--- src/design/c3v_pkg.sv ---
// c3v_pkg: shared constants, types and register codes for the 3x3 convolution stream
// no dependencies; imported by every module of the block
`default_nettype none

package c3v_pkg;

  // image geometry
  localparam int MAX_WIDTH = 4096;
  localparam int COL_W     = $clog2(MAX_WIDTH);
  localparam int LW_W      = 13;
  localparam int CMP_W     = (COL_W + 1 > LW_W) ? COL_W + 1 : LW_W;
  localparam int ROW_W     = 12;
  localparam int ROW_LIMIT = 4095;
  localparam int POS_W     = 12;

  // payload widths
  localparam int PIX_W  = 16;
  localparam int PROD_W = 2 * PIX_W;
  localparam int ROWS_W = PROD_W + 2;
  localparam int SUM_W  = 35;
  localparam int COEF_W = 3 * PIX_W;

  // queue depths
  localparam int QDEPTH = 4;
  localparam int QPTR_W = $clog2(QDEPTH);
  localparam int QCNT_W = $clog2(QDEPTH + 1);
  localparam int ODEPTH = 8;
  localparam int OPTR_W = $clog2(ODEPTH);
  localparam int OCNT_W = $clog2(ODEPTH + 1);

  // configuration registers
  localparam int CFG_IDX_W = 4;
  typedef enum logic [CFG_IDX_W-1:0] {
    REG_LINE_WIDTH    = 4'd0,
    REG_COEFFS_TOP    = 4'd1,
    REG_COEFFS_MIDDLE = 4'd2,
    REG_COEFFS_BOTTOM = 4'd3
  } cfg_reg_e;

  localparam logic [LW_W-1:0]   LINE_WIDTH_RESET = LW_W'(4000);
  localparam logic [COEF_W-1:0] COEFFS_RESET     = 48'h0001_0001_0001;

  // window and kernel: [row][col], row 0 oldest line, col 0 oldest column
  typedef logic signed [PIX_W-1:0] pix_t;
  typedef pix_t [2:0][2:0] win_t;

  // one window waiting for the multiply-accumulate
  typedef struct packed {
    win_t             win;
    logic [POS_W-1:0] row;
    logic [POS_W-1:0] col;
  } job_t;

  // one finished result
  typedef struct packed {
    logic signed [SUM_W-1:0] sum;
    logic [POS_W-1:0]        row;
    logic [POS_W-1:0]        col;
  } res_t;

  // queue status seen by the intake full logic and the back end
  typedef struct packed {
    logic              empty;
    logic [QCNT_W-1:0] count;
  } qstat_t;

endpackage

`default_nettype wire

--- src/design/c3v_queue.sv ---
// c3v_queue: short window queue between the front end and the multiply-accumulate
// depends on c3v_pkg
`default_nettype none

module c3v_queue (
  input  wire logic           clk,
  input  wire logic           rst,
  input  wire logic           push,
  input  wire c3v_pkg::job_t  wr_data,
  input  wire logic           pop,
  output c3v_pkg::job_t       rd_data,
  output c3v_pkg::qstat_t     stat
);
  import c3v_pkg::*;

  job_t              slots [QDEPTH];
  logic [QPTR_W-1:0] wr_ptr;
  logic [QPTR_W-1:0] rd_ptr;
  logic [QCNT_W-1:0] count;

  // pointers and fill count
  always_ff @(posedge clk) begin
    if (rst) begin
      wr_ptr <= '0;
      rd_ptr <= '0;
      count  <= '0;
    end else begin
      if (push) begin
        wr_ptr <= wr_ptr + QPTR_W'(1);
      end
      if (pop) begin
        rd_ptr <= rd_ptr + QPTR_W'(1);
      end
      count <= count + QCNT_W'(push) - QCNT_W'(pop);
    end
  end

  // storage
  always_ff @(posedge clk) begin
    if (push) begin
      slots[wr_ptr] <= wr_data;
    end
  end

  assign rd_data    = slots[rd_ptr];
  assign stat.count = count;
  assign stat.empty = (count == '0);

  // credit accounting must keep the queue from overflowing
  a_no_overflow: assert property (@(posedge clk) disable iff (rst)
    push && !pop |-> count < QCNT_W'(QDEPTH))
    else $error("window queue overflow");

endmodule

`default_nettype wire

--- config.mk ---
export PLATFORM = sky130hd
export DESIGN_NAME = c3v_queue
export DESIGN_NICKNAME = d
export VERILOG_FILES = /design/src/design/c3v_pkg.sv /design/src/design/c3v_queue.sv
export SDC_FILE = /design/constraint.sdc
export NUM_CORES = 1
export LEC_CHECK = 0
export ABC_AREA = 0
export BUFFER_PORTS_ARGS = -buffer_cell sky130_fd_sc_hd__clkbuf_2
export CAP_MARGIN = 25
export CORE_MARGIN = 2
export CORE_UTILIZATION = 30
export CTS_BUF_LIST = sky130_fd_sc_hd__clkbuf_2 sky130_fd_sc_hd__clkbuf_4 sky130_fd_sc_hd__clkbuf_8
export CTS_CLUSTER_SIZE = 8
export DETAILED_ROUTE_END_ITERATION = 6
export PLACE_DENSITY_LB_ADDON = 0.3
export RECOVER_POWER = 100
export SYNTH_ARGS = -nofsm -noshare
export SYNTH_HDL_FRONTEND = slang
export SYNTH_SLANG_ARGS = --single-unit
--- constraint.sdc ---
create_clock -name clk -period 10.73 [get_ports clk]
set_clock_uncertainty 0.15 [all_clocks]
set_input_delay 0.5365 -clock clk [delete_from_list [all_inputs] [get_ports clk]]
set_output_delay 0.5365 -clock clk [all_outputs]
set_load 0.01 [all_outputs]
=== Word level (Yosys, flattened, before mapping) ===
Memories as Yosys holds them, arrays and structs flattened. A register that Yosys moved wholly into a read port is not among the register bits.
Cells that the tools add are included.
Widths: inputs -> output; s select.

* Muxes and demuxes: 4
* $add $sub $neg: 4
* Reductions and logical operators: 1

{| class="wikitable"
|+ Operators by type and width
! operator !! number
|-
| $add 2x1->2 const B || 2
|-
| $mux 2 || 2
|-
| $add 3x1->3 || 1
|-
| $logic_not 3->1 || 1
|-
| $sub 3x1->3 || 1
|-
| $mux 1 || 2
|}

* Memories: 1
* Word-level logic and storage cells: 13
* Register bits after elaboration: 7
* Output and inout port bits: 172
* RAM bits: 672

{| class="wikitable"
|+ Memories
! memory !! depth !! bits a word !! rd ports !! clocked after memory_dff !! write ports !! RTL line !! RTL
|-
| slots || 4 || 168 || 1 || 1 || 1 || c3v_queue.sv:16 || <nowiki>job_t slots [QDEPTH];</nowiki>
|}

=== Depth between registers and ports, before layout ===
Gate-level depths: netlist of run 1.

* Word-level depth: 3
* Depth in mapped cells: 7

=== Least setup slack after synthesis of run 1 ===
Ideal clock, no wire load.

* Path kind: reg2reg
* Start: register wr_ptr[0]
* End: memory slots[0][0] (netlist name), enable pin
* Clock period less this slack: 5073 ps
* Library setup time: 548 ps
* Stages on the path, launching flop included: 4
* Setup slack: 5657 ps
* Arrival: 4375 ps
* Cell sequence: dfxtp_1 inv_1 ha_1 and2_1

{| class="wikitable"
|+ RTL lines
! what !! RTL line !! RTL
|-
| start: declaration || c3v_queue.sv:17 || <nowiki>logic [QPTR_W-1:0] wr_ptr;</nowiki>
|-
| start signal: assignment || c3v_queue.sv:29 || <nowiki>wr_ptr <= wr_ptr + QPTR_W'(1);</nowiki>
|-
| end: declaration || c3v_queue.sv:16 ||
|}

Straight into the memory's write port.

=== Final worst setup path of run 1 ===
* Start: input port push
* End: memory slots[2][58] (netlist name), enable pin

* Longest elaborated chain between the ends: 2

{| class="wikitable"
|+ Ends and longest elaborated chain
! what !! RTL line !! RTL
|-
| start: declaration || c3v_queue.sv:8 || <nowiki>input wire logic push,</nowiki>
|-
| $mux 1 || c3v_queue.sv:40 || <nowiki>if (push) begin</nowiki>
|-
| $mux 1 (not written as such) || c3v_queue.sv:41 || <nowiki>slots[wr_ptr] <= wr_data;</nowiki>
|}

Every way passes these cells.

==> impl_results.md, run 1 <==
- Worst EP arrival: 6.37 ns
- Die area: 0.0846 mm^2
- Fillers: 7621
- Post-synthesis adder-cell area fraction: 0.00385
- Maxcap violations: 13
- Clock-pin slew on the worst setup and hold paths: 0.06 ns
- Initial antenna violation count: 1
- Final Hold Fails: 0
- CTS Sinks: 681
- Share of layout cells above drive strength 1: 0.218
- Status: finished, violations left
- Sw Ratio: 0.229
- Cells after synthesis: 919
- Switching power total: 1.33 mW
- First-pass GRT wire length: 79300 um
- IO Port Bufs: 343
- Setup TNS: 0 ns
- Unrepaired setup endpoints after global routing: false
- Clock Path Buffers: 3
- PnR worst setup slack: 4.53 ns
- Worst slack at placement: 7.41 ns
- Grt total ovfl: 0
- Leakage: 9.59 nW
- CP endpoint kind: register
- Avg Inst Size Synth: 26.8 um^2
- Yosys cell types: 19
- Final setup viols: 0
- Post-layout min period: 6.20 ns
- Multiplexer share of the synthesized area: 0.154
- XOR/XNOR Fraction of Synth Area: 0.00167
- Starting density of the core: 0.302
- Kind of critical path: in -> reg
- Syn_nets: 1098
- Clk pwr share: 0.367
- Worst slew pin tran: 3.39 ns
- Die Y: 291 um
- Num rows: 105
- Post-route clock period utilization: 0.578
- PwrDens: 187 mW/mm^2
- Routed wire per std cell: 19.7 um
- DR vias: 11.8k
- Area Growth Syn to Fin: 25.4%
- Worst skew pair latency: 0.69 ns
- Via/cell ratio: 4.41
- Reg power frac: 0.536
- Post-route ant nets: 0
- Slew margin rel.: -1.26
- DR DRC count: 0
- Post-synth ARST share: 0
- CP Launch Type: primary input
- Core Area: 0.0817 mm^2
- Htree depth: 3
- R2R depth: 5
- Register area share after synthesis: 0.825
- Top FF cell, synth: edfxtp_1
- Number of flops mapped to enable cells by yosys: 672
- DP Wirelength: 31200 um
- GRT Util Overall: 0.124
- Violated checks: capacitance limit, slew limit
- Clock Tree Root: clkbuf_8
- Top-level I/O count: 344
- CTS tree: done
- Maximum number of pins on one net before global-route repair: 101
- WL final: 52600 um
- Worst Path Required: 10.89 ns
- Nets: 1702
- Placer Congestion: 0.703
- Die X: 291 um
- Internal: 4.47 mW
- Clock buffer count from CTS: 110
- Max frequency: 161 MHz
- Synth Area in Compound Gates: 0.000609
- Worst hold path depth: 2
- Post_cts resized: 0
- Vias in the first global route: 13.0k
- Worst VDD drop: 0.114 mV
- Drt pass-1 iters: 4
- Yosys reg bits: 681
- YS warnings: 0
- Initial drt markers: 502
- Min-Delay Path Class: reg -> reg
- Simple logic cell fraction of the synthesized area: 0.00279
- Gate power share: 0.097
- Main combinational cell family by area after synthesis: multiplexers
- Crit Path Max Fanout: 47
- Cell area after synthesis: 0.0247 mm^2
- Worst reg2reg setup slack: 4.64 ns
- Slew Limit Fails: 514
-- power groups by stage --
stage	Sequential [mW]	Combinational, mW	Clock [mW]
2_1_floorplan	3.16	0.326	0
3_3_place_gp	3.15	0.553	0
3_5_place_dp	3.16	0.559	0
4_1_cts	3.10	0.615	2.22
5_1_grt	3.12	0.608	2.33
6_report	3.11	0.560	2.13
-- area by class of cell --
class                      count  area [um^2]  share of cell area
clock inverter                39          249             0.00805
clock buffer                 153         1850              0.0598
inverter                       6         22.5            0.000728
multi-input combinational    194         4010               0.130
timing repair buffer         530         3110               0.100
tap                         1070         1340              0.0433
antenna                        1         2.50           0.0000809
sequential                   681        20400               0.658
-- logic make-up (layout without fill, tap and decap cells) --
family,after synthesis,count (layout)
mux,169,169
fa+ha+maj,7,7
buf+inv,44,728
other cells,0,1
simple gates,13,13
compound gates,2,2
flops,681,681
xor+xnor,3,3
-- Yosys cell counts, drive strengths merged, types with 2 or more instances --
library cell | n | area share
dfxtp | 9 | 0.0073
ha | 6 | 0.0030
xnor2 | 2 | 0.00071
clkbuf | 5 | 0.00076
buf | 33 | 0.010
edfxtp | 672 | 0.82
mux4 | 168 | 0.15
nor2b | 2 | 0.00051
inv | 6 | 0.00091
nor2 | 5 | 0.00076
and2 | 4 | 0.0010
-- through the flow --
step	instances	power, mW	hold WS (ns)	utilization	cell area, um^2
after global placement	2310	3.71	0.350	0.338	27600
final	2674	5.80	0.377	0.379	30900
after global routing	2674	6.06	0.404	0.379	30900
after floorplan	919	3.48	0.342	-	24700
after detailed placement	2310	3.72	0.360	0.338	27600
after CTS	2673	5.94	0.349	0.384	31400
-- routing by layer --
metal | track usage | vias to the layer above | part of all wire
li1 | - | 5212 | -
met1 | 0.147 | 6182 | 0.40
met5 | 0 | - | 0
met2 | 0.216 | 322 | 0.52
met3 | 0.0323 | 70 | 0.060
met4 | 0.0492 | 0 | 0.021
-- registers in the layout, indices dropped and copies added (netlist names), named ones only --
| name | cells |
|---|---|
| count | 3 |
| rd_ptr | 2 |
| slots | 672 |
| wr_ptr | 2 |
-- worst max-delay path, cell delays in order --
cell and delay [ns]:
dlygate4sd3_1 0.52, clkbuf_1 0.27, and2_0 2.04, clkbuf_1 2.00, buf_4 0.86
-- final timing paths --
check             startpoint           end
setup / recovery        push  slots[2][58]
hold / removal     rd_ptr[1]      register
setup reg to reg   wr_ptr[0]  slots[2][58]
hold reg to reg    rd_ptr[1]      register
-- cells in the final DEF, fill, tap and decap left out, types with 2 or more instances in the layout --
cell type / netlist / layout
nor2_1: 5 / 5
clkinv_2: 0 / 6
clkbuf_2: 0 / 4
inv_1: 6 / 6
inv_8: 0 / 3
and2_0: 0 / 4
dlygate4sd3_1: 0 / 171
mux4_2: 168 / 168
edfxtp_1: 672 / 672
ha_1: 6 / 6
clkinv_1: 0 / 25
buf_4: 0 / 7
nor2b_1: 2 / 2
clkbuf_8: 0 / 112
clkinvlp_4: 0 / 2
bufinv_16: 0 / 2
xnor2_1: 2 / 2
clkbuf_1: 5 / 347
clkbuf_4: 0 / 41
dfxtp_1: 9 / 8
-- repair_timing --
| action | 4_1_cts | 5_1_grt |
|---|---|---|
| hold buffers | 171 | 0 |
| hold endpoints to repair | 681 | 0 |
| setup buffers | 0 | 0 |
No activity file was read; power rests on OpenSTA's default activity.
==> inputs of run 2 (changes only) <==
--- a/config.mk
+++ b/config.mk
@@ -5,7 +5,7 @@
 export SDC_FILE = /design/constraint.sdc
 export NUM_CORES = 1
 export LEC_CHECK = 0
-export ABC_AREA = 0
+export ABC_AREA = 1
 export BUFFER_PORTS_ARGS = -buffer_cell sky130_fd_sc_hd__clkbuf_2
 export CAP_MARGIN = 25
 export CORE_MARGIN = 2
==> constraint.sdc (replaced) <==
create_clock -name clk -period 6.1 [get_ports clk]
set_clock_uncertainty 0.15 [all_clocks]
set_input_delay 0.305 -clock clk [delete_from_list [all_inputs] [get_ports clk]]
set_output_delay 0.305 -clock clk [all_outputs]
set_load 0.01 [all_outputs]
==> run 2 against run 1 <==
  * The run still ends with capacitance limit, slew limit left
  * Design area is 8.4% higher
  * Count of clock-buffer cells in the layout is 6 higher
  * Global-route usage is 0.18 points higher
  * Critical endpoint is now slots[1][119]
  * Highest routed layer is now met5
==> impl_results.md, run 2 <==
- Slew margin rel.: -1.06
- Top post-synthesis cells by count: edfxtp_1, inv_1, nand2_1
- Kind of critical path: reg -> reg
- CP endpoint kind: register
- Max layer used: met5
- YS warnings: 0
- Clk pwr share: 0.381
- CP Cell Sequence: inv_1 -> ha_1 -> nand2_1 -> clkinvlp_4 -> buf_4
- Cell area after synthesis: 0.0276 mm^2
- Cells after synthesis: 2015
- Clock-pin slew on the worst setup and hold paths: 0.06 ns
- Drt pass-1 iters: 5
- Clock Tree Root: clkbuf_8
- WL final: 60400 um
- Worst Path Required: 6.36 ns
- Worst skew pair latency: 0.75 ns
- Commonest non-fill, non-tap cell in the layout: edfxtp_1
- Final setup viols: 0
- Stages on the worst setup path: 5
- Number of flip-flops under the largest register name: 672
- Synth Area in Compound Gates: 0.137
- WL met3: 4370 um
- Min-Delay Path Class: in -> reg
- Die X: 307 um
- Unrepaired setup endpoints after global routing: false
- Starting density of the core: 0.302
- Post-route clock period utilization: 0.701
- Yosys reg bits: 681
- Critical Path Slowest Stage Cell: clkinvlp_4
- GRT Util Overall: 0.126
- Top-level I/O count: 344
- Worst slew pin tran: 3.08 ns
- Top Registers: slots: 672 flops, count: 3 flops
- Multiplexer share of the synthesized area: 0
- Maxcap violations: 8
- Gate power share: 0.097
- Leakage: 12.3 nW
- Reg power frac: 0.522
- Main combinational cell family by area after synthesis: compound AO/OA/AOI/OAI gates
- Post-layout min period: 4.28 ns
- Top cells by area, synth: edfxtp_1, o211ai_2, inv_1
- IO Port Bufs: 343
- Yosys cell types: 18
- Leading area contributor after synthesis: edfxtp_1
- XOR/XNOR Fraction of Synth Area: 0
- DR vias: 16.7k
- Switching power total: 2.53 mW
- Number of flops mapped to enable cells by yosys: 672
- Slew Limit Fails: 725
- Internal: 7.89 mW
- Num rows: 111
- Setup TNS: 0 ns
- Placer Congestion: 0.722
- Clock buffer count from CTS: 115
- Most frequent cells in the layout: edfxtp_1, inv_1, nand2_1
- Core Area: 0.0914 mm^2
- Sw Ratio: 0.243
- Maximum number of pins on one net before global-route repair: 161
- Top FF cell, synth: edfxtp_1
- Worst VDD drop: 0.242 mV
- Wl on met1: 25000 um
- Max frequency: 234 MHz
- Crit-path max cell delay: 1.88 ns
- Register area share after synthesis: 0.738
- Violated checks: capacitance limit, slew limit
- Routed wire per std cell: 15.8 um
- Post-synthesis adder-cell area fraction: 0.00345
- Area Growth Syn to Fin: 21.6%
- Via/cell ratio: 4.37
- Worst hold path depth: 3
- Count leader, synth: edfxtp_1
- Clock Path Buffers: 3
- Hold_ws: 0.125 ns
- Crit Path Max Fanout: 95
- Grt total ovfl: 0
- Die area: 0.0944 mm^2
- R2R depth: 5
- Worst EP arrival: 4.53 ns
- CTS Sinks: 681
- First-pass GRT wire length: 93100 um
- Post-CTS Setup Inserts: 0
- Crit path buf inv count: 3
- Simple logic cell fraction of the synthesized area: 0.0476
- CP Launch Type: register
- Status: finished, violations left
- Largest Register: slots
- CTS tree: done
- Avg Inst Size Synth: 13.7 um^2
- CP delay by family, top: buffers and inverters
- Nets: 2729
- Area share of the largest cell type after synthesis: 0.731
- Vias in the first global route: 17.1k
- DP Wirelength: 33500 um
- Post-route ant nets: 0
- Syn_nets: 2194
- PwrDens: 310 mW/mm^2
- Htree depth: 3
- DR WL met2: 29600 um
- Initial drt markers: 1061
- Final Hold Fails: 0
- DR DRC count: 0
- Share of layout cells above drive strength 1: 0.139
- Post-synth ARST share: 0
- Die Y: 307 um
- Initial antenna violation count: 12
-- run 2: cell types whose count changed after synthesis, moves of 8 or more --
| cell | change |
|---|---|
| o211ai_1 | +8 |
| clkbuf_1 | +34 |
| inv_1 | +346 |
| buf_2 | +15 |
| a21oi_1 | +173 |
| mux4_2 | -168 |
| o211ai_2 | +160 |
| buf_6 | +17 |
| nand2_1 | +344 |
| o21ai_0 | +172 |
-- run 2: kinds of logic (layout without fill, tap and decap cells) --
logic type / after synthesis / after routing
AO/OA/AOI/OAI: 514 / 514
adder cells (fa/ha/maj): 7 / 7
buffers and inverters: 464 / 1091
flip-flops: 681 / 681
other: 0 / 5
AND/OR/NAND/NOR: 349 / 349
-- run 2: final timing paths --
kind,from,to,slack [ns]
max,wr_ptr[1],slots[1][119],1.82
min,rst,count[0],0.12
max reg2reg,wr_ptr[1],slots[1][119],1.82
min reg2reg,rd_ptr[1],register,0.32
-- run 2: per-stage QoR --
step | utilization | total power, mW | instances | setup slack (ns) | area, um^2
finish | 0.367 | 10.4 | 3833 | 1.82 | 33600
global route | 0.367 | 10.9 | 3832 | 1.35 | 33600
CTS | 0.376 | 10.7 | 3828 | 2.52 | 34300
detailed placement | 0.332 | 6.53 | 3446 | 3.35 | 30300
global placement | 0.332 | 6.49 | 3446 | 3.37 | 30300
floorplan | - | 6.12 | 2015 | 1.61 | 27600
-- run 2: worst reg2reg max path: stages, from the launching register on --
cell        delay, ns
dfxtp_1          0.35
inv_1            0.08
ha_1             0.18
nand2_1          0.10
clkinvlp_4       1.88
buf_4            1.14
-- run 2: power by group through the flow --
stage / sequential (mW) / combinational [mW] / clock, mW
6_report: 5.44 / 1.01 / 3.97
5_1_grt: 5.45 / 1.14 / 4.32
4_1_cts: 5.43 / 1.10 / 4.13
3_5_place_dp: 5.53 / 0.999 / 0
3_3_place_gp: 5.52 / 0.976 / 0
2_1_floorplan: 5.52 / 0.596 / 0
-- run 2: metal layers --
| layer | track usage | vias up |
|---|---|---|
| met5 | 0 | - |
| met4 | 0.0445 | 14 |
| met3 | 0.0422 | 112 |
| met2 | 0.215 | 389 |
| met1 | 0.148 | 8091 |
| li1 | - | 8135 |
-- run 2: area by class of cell --
cell class	count	area [um^2]
diodes	5	12.5
clock buffers	159	1940
clock inverters	50	327
fillers	8886	57800
inverters	352	1350
multi-input cells	870	4830
flip-flops and latches	681	20400
well taps	1186	1480
repair buffers	530	3250
-- run 2: timing repair --
action,CTS,global route
endpoints found under the hold margin,681,0
resized for setup,0,0
hold buffers,173,0
